`src/hw/rtl/wavetable_oscillator_lerp_defines.svh`:
```
// ----------------------------------------------------------------------------
// Assertion macros
// Shared concurrent assertion helpers for the wavetable oscillator RTL.
// ----------------------------------------------------------------------------
`ifndef WAVETABLE_OSCILLATOR_LERP_DEFINES_SVH
`define WAVETABLE_OSCILLATOR_LERP_DEFINES_SVH

`ifndef ASSERT_OFF
// same-cycle implication, clocked on clk, disabled in reset
`define WTO_ASSERT_NOW(lbl, ante, cons) \
  lbl: assert property (@(posedge clk) disable iff (!rst_n) (ante) |-> (cons)) \
    else $error("assertion failed");
// next-cycle implication
`define WTO_ASSERT_NEXT(lbl, ante, cons) \
  lbl: assert property (@(posedge clk) disable iff (!rst_n) (ante) |=> (cons)) \
    else $error("assertion failed");
`else
`define WTO_ASSERT_NOW(lbl, ante, cons)
`define WTO_ASSERT_NEXT(lbl, ante, cons)
`endif

`endif

```
`src/hw/rtl/wto_pkg.sv`:
```
// ----------------------------------------------------------------------------
// wto_pkg
// Types and constants of the wavetable oscillator.
// ----------------------------------------------------------------------------
package wto_pkg;

  localparam int IDX_W       = 10;
  localparam int TABLE_DEPTH = 1 << IDX_W;
  localparam int FRAC_W      = 16;
  localparam int PHASE_W     = IDX_W + FRAC_W;
  localparam int SAMPLE_W    = 16;
  localparam int PROD_W      = SAMPLE_W + FRAC_W + 2;
  localparam int HALF        = 1 << (FRAC_W - 1);
  localparam int FIFO_DEPTH  = 4;
  localparam int FIFO_PTR_W  = $clog2(FIFO_DEPTH);
  localparam int FIFO_CNT_W  = FIFO_PTR_W + 1;

  localparam logic [PHASE_W-1:0] STEP_RESET = PHASE_W'(669567);

  typedef enum logic {
    CMD_WRITE = 1'b0,
    CMD_TICK  = 1'b1
  } cmd_t;

  typedef struct packed {
    cmd_t                       cmd;
    logic [IDX_W-1:0]           idx;
    logic signed [SAMPLE_W-1:0] value;
  } item_t;

endpackage

```
`src/hw/rtl/wto_front.sv`:
```
// ----------------------------------------------------------------------------
// wto_front
// Input side: accepts command words and queues them for the back end.
// ----------------------------------------------------------------------------
`include "wavetable_oscillator_lerp_defines.svh"

module wto_front (
  input  logic                           clk,
  input  logic                           rst_n,
  input  logic                           in_valid,
  output logic                           in_stall,
  input  logic                           in_command,
  input  logic [wto_pkg::IDX_W-1:0]      in_entry_index,
  input  logic signed [wto_pkg::SAMPLE_W-1:0] in_entry_value,
  output wto_pkg::item_t                 head,
  output logic                           head_valid,
  input  logic                           pop
);

  localparam logic [wto_pkg::FIFO_CNT_W-1:0] CNT_MAX =
    wto_pkg::FIFO_CNT_W'(wto_pkg::FIFO_DEPTH);

  wto_pkg::item_t                      mem_r [wto_pkg::FIFO_DEPTH];
  logic [wto_pkg::FIFO_PTR_W-1:0]      wr_ptr_r, wr_ptr_nxt;
  logic [wto_pkg::FIFO_PTR_W-1:0]      rd_ptr_r, rd_ptr_nxt;
  logic [wto_pkg::FIFO_CNT_W-1:0]      count_r, count_nxt;
  logic                                push;
  wto_pkg::item_t                      in_item;

  assign in_stall   = (count_r == CNT_MAX);
  assign push       = in_valid && !in_stall;
  assign head_valid = (count_r != '0);
  assign head       = mem_r[rd_ptr_r];

  always_comb begin
    in_item.cmd   = wto_pkg::cmd_t'(in_command);
    in_item.idx   = in_entry_index;
    in_item.value = in_entry_value;
  end

  always_comb begin
    wr_ptr_nxt = push ? wr_ptr_r + wto_pkg::FIFO_PTR_W'(1) : wr_ptr_r;
    rd_ptr_nxt = pop  ? rd_ptr_r + wto_pkg::FIFO_PTR_W'(1) : rd_ptr_r;
    case ({push, pop})
      2'b10:   count_nxt = count_r + wto_pkg::FIFO_CNT_W'(1);
      2'b01:   count_nxt = count_r - wto_pkg::FIFO_CNT_W'(1);
      default: count_nxt = count_r;
    endcase
  end

  always_ff @(posedge clk) begin
    if (!rst_n) begin
      wr_ptr_r <= '0;
      rd_ptr_r <= '0;
      count_r  <= '0;
    end else begin
      wr_ptr_r <= wr_ptr_nxt;
      rd_ptr_r <= rd_ptr_nxt;
      count_r  <= count_nxt;
    end
  end

  always_ff @(posedge clk) begin
    if (push) begin
      mem_r[wr_ptr_r] <= in_item;
    end
  end

  `WTO_ASSERT_NOW(a_pop_nonempty, pop, count_r != '0)
  `WTO_ASSERT_NOW(a_count_bound, 1'b1, count_r <= CNT_MAX)
  `WTO_ASSERT_NEXT(a_count_inc, push && !pop, count_r == $past(count_r) + 1'b1)

endmodule

```
`config.mk`:
```
export PLATFORM = sky130hd
export DESIGN_NAME = wto_front
export DESIGN_NICKNAME = d
export VERILOG_FILES = /design/src/hw/rtl/wto_pkg.sv /design/src/hw/rtl/wto_front.sv
export VERILOG_INCLUDE_DIRS = /design/src /design/src/hw/rtl
export SDC_FILE = /design/constraint.sdc
export NUM_CORES = 1
export LEC_CHECK = 0
export ABC_AREA = 1
export BUFFER_PORTS_ARGS = -buffer_cell sky130_fd_sc_hd__buf_4
export CORE_MARGIN = 2
export CORE_UTILIZATION = 25
export CTS_BUF_LIST = sky130_fd_sc_hd__clkbuf_4 sky130_fd_sc_hd__clkbuf_8
export CTS_CLUSTER_DIAMETER = 120
export DETAILED_ROUTE_END_ITERATION = 16
export GPL_TIMING_DRIVEN = 0
export PLACE_DENSITY = 0.47
export SYNTH_ARGS = -nofsm -noshare
export SYNTH_HDL_FRONTEND = slang
export SYNTH_SLANG_ARGS = --single-unit
```
`constraint.sdc`:
```
create_clock -name clk -period 6.4 [get_ports clk]
set_input_delay 0.32 -clock clk [delete_from_list [all_inputs] [get_ports clk]]
set_output_delay 0.32 -clock clk [all_outputs]
set_load 0.1 [all_outputs]
```
==> impl_metrics.csv <==
group,metric,value,unit
clock_tree,post-cts-setup-buffers,0,
critical_path,cpLargestDelayFamily,"buffers and inverters",
clock_tree,root_buffer,"clkbuf_8",
global_route,antenna_found_initial,0,
synthesis,synth-xor-area-share,0,%
global_route,grt_usage,11.5,%
synthesis,synth_cell_types,20,
finish,seq_area,3420,um2
synthesis,muxShareOfSynthArea,0,%
pwr,irDropWorstVdd,0.179,mV
timing,slew-limit-headroom,61.2,%
floorplanning,initial_utilization,25.3,%
critical_path,r2r_start,"count_r[0]$_SDFFE_PN0P_",
clock_tree,cts_resized,0,
synthesis,yosys.area_share.simple,6.65,%
finish,area_delta_synth_final,28.4,%
synthesis,yosysWarnings,0,
critical_path,cp.depth,6,
route,route.detailed.drc,0,
floorplanning,die-area,19100,um2
finish,layout-drive-gt1-share,28.0,%
synthesis,postSynthCellCount,323,
synthesis,synth_compound_area_share,10.7,%
timing,hold_ws,0.0768,ns
synthesis,synth-seq-cells,117,
clock_tree,clk_pin_slew_worst_paths,0.08,ns
clock_tree,cts.htree.levels,4,
finish,final_common_cell,"edfxtp_1",
route,ant_nets,0,
timing,tns,0,ns
critical_path,cp.required,6.08,ns
finish,final_cell_mix,"edfxtp_1, buf_4, nor2_1, o21ai_0, o22ai_1",
route,drt_iter0_markers,149,
route,wl_per_cell,16.3,um
critical_path,crit_buf_inv,4,
clock_tree,cts_buffers,17,
critical_path,setup.worst_path.end_class,"output port",
timing,finalSetupViolCount,0,
floorplanning,die_h,138,um
synthesis,avgSynthCellArea,14.0,um2
global_route,grt_pass1_vias,2992,
route,viasPerCell,4.32,
placement,portBuffers,59,
timing,period_needed,2.20,ns
finish,antenna_cells,0,
synthesis,syn_area,4510,um2
flow_run,max-cap-violations,0,
critical_path,r2r_cells,12,
pwr,powerDensity,351,nW/um2
finish,fillers,1772,
critical_path,crit_end,"head[19]",
route,first_pass_iters,6,
global_route,overflow,0,
clock_tree,ctsLongestPathBuffers,2,
synthesis,synth_top_family_by_area,"compound AO/OA/AOI/OAI gates",
critical_path,cpPeakStageDelay,0.34,ns
finish,nNetsFinal,442,
timing,fmax,455,MHz
critical_path,arrival,1.88,ns
floorplanning,fp.dieW,138,um
critical_path,start_kind,"flop",
timing,tightest_slew,0.581,ns
floorplanning,rows,49,
hold_path,worstHoldStart,"in_command",
floorplanning,ios,60,
clock_tree,cts_sinks,117,
clock_tree,cts_tree,"built",
route,num_vias,2798,
timing,hold_viol,0,
timing,fin_crit_sh,34.3,%
timing,rsz0062_at_grt,"false",
critical_path,reg2reg_slack,4.22,ns
critical_path,cp_slowest_cell,"buf_4",
placement,dpl.hpwl,6.78,mm
synthesis,yosysSeqAreaShare,75.8,%
clock_tree,hold_buffers,0,
critical_path,cp_cell_sequence,"buf_6 -> clkinv_4 -> buf_2 -> o21ai_1 -> o22ai_1 -> buf_4",
synthesis,syn_nets,360,
global_route,grt_max_degree,25,
pwr,p_leak,2.07,nW
global_route,grt_pass1_wl,16.2,mm
floorplanning,core,17800,um2
clock_tree,insertion_delay,0.44,ns
critical_path,regToRegEndpoint,"count_r[2]$_SDFFE_PN0P_",
timing,finalClockSkew,0.00742,ns
placement,gp_congestion,0.648,
finish,multi_input_area,897,um2
timing,slew_violations,0,
hold_path,hold_class,"input pin to flop",
critical_path,cp_max_fo,10,
route,wl,10.6,mm
status,status,"completed",
critical_path,worstSetupPathType,"flop to output port",
synthesis,synthAdderAreaFrac,1.83,%
## cells in the mapped netlist, drive strengths merged
cell	n	area [um2]
o22ai	27	169
edfxtp	108	3240
ha	5	62.6
inv	16	67.6
nand4	1	6.26
fa	1	20.0
nand3b	1	7.51
nand3	4	20.0
nand2	8	30.0
dfxtp	9	180
o21ai	58	290
clkbuf	1	7.51
nor2	63	236
a21oi	5	25.0
buf	15	140
clkinv	1	8.76
## worst min path at each step
stage	depth (start not counted)	end	slack [ns]
after global placement	1	flop	0.42
after CTS	1	mem_r[0][18]$_DFFE_PP_	0.05
after global routing	1	mem_r[0][22]$_DFFE_PP_	0.03
after floorplan	1	flop	0.41
after detailed placement	1	flop	0.43
final	1	mem_r[3][26]$_DFFE_PP_	0.08
## area by class of cell
class	count	area share [%]
timing repair buffer	63	9.41
tap	229	4.94
clock buffer	18	4.17
sequential	117	59.1
buffer	16	2.55
inverter	17	1.32
multi-input combinational	173	15.5
clock inverter	14	3.04
## report_power, final
part           internal (W)  switching, W  leakage (nW)
sequential         0.000885     0.0000114          1.06
combinational      0.000102      0.000339         0.806
clock              0.000391      0.000307         0.195
## cell families after synthesis
group	count (synthesis)
flip-flops	117
AO/OA/AOI/OAI	90
AND/OR/NAND/NOR	77
buffers and inverters	33
adder cells (fa/ha/maj)	6
## through the flow
step | setup slack (ns) | util [%] | std cells | power, W | cell area [um2]
floorplan | 3.91 | - | 323 | 0.00123 | 4510
global placement | 2.91 | 29.4 | 611 | 0.00134 | 5240
detailed placement | 4.22 | 30.1 | 615 | 0.00136 | 5380
CTS | 4.12 | 32.5 | 647 | 0.00206 | 5790
global route | 3.95 | 32.5 | 647 | 0.00212 | 5790
finish | 4.20 | 32.5 | 647 | 0.00204 | 5790
## sequential cells by signal, indices dropped and copies added (netlist names), named ones only
register  cells
wr_ptr_r      2
mem_r       108
rd_ptr_r      2
count_r       3
## per-layer routing
layer / routed length [um] / vias up / track usage [%]
met3: 605 / 13 / 4.61
met2: 5320 / 73 / 19.4
met5: 0 / - / 0
met1: 4490 / 1361 / 13.1
li1: - / 1351 / -
met4: 148 / 0 / 4.35
(Power assumes the default switching activity.)
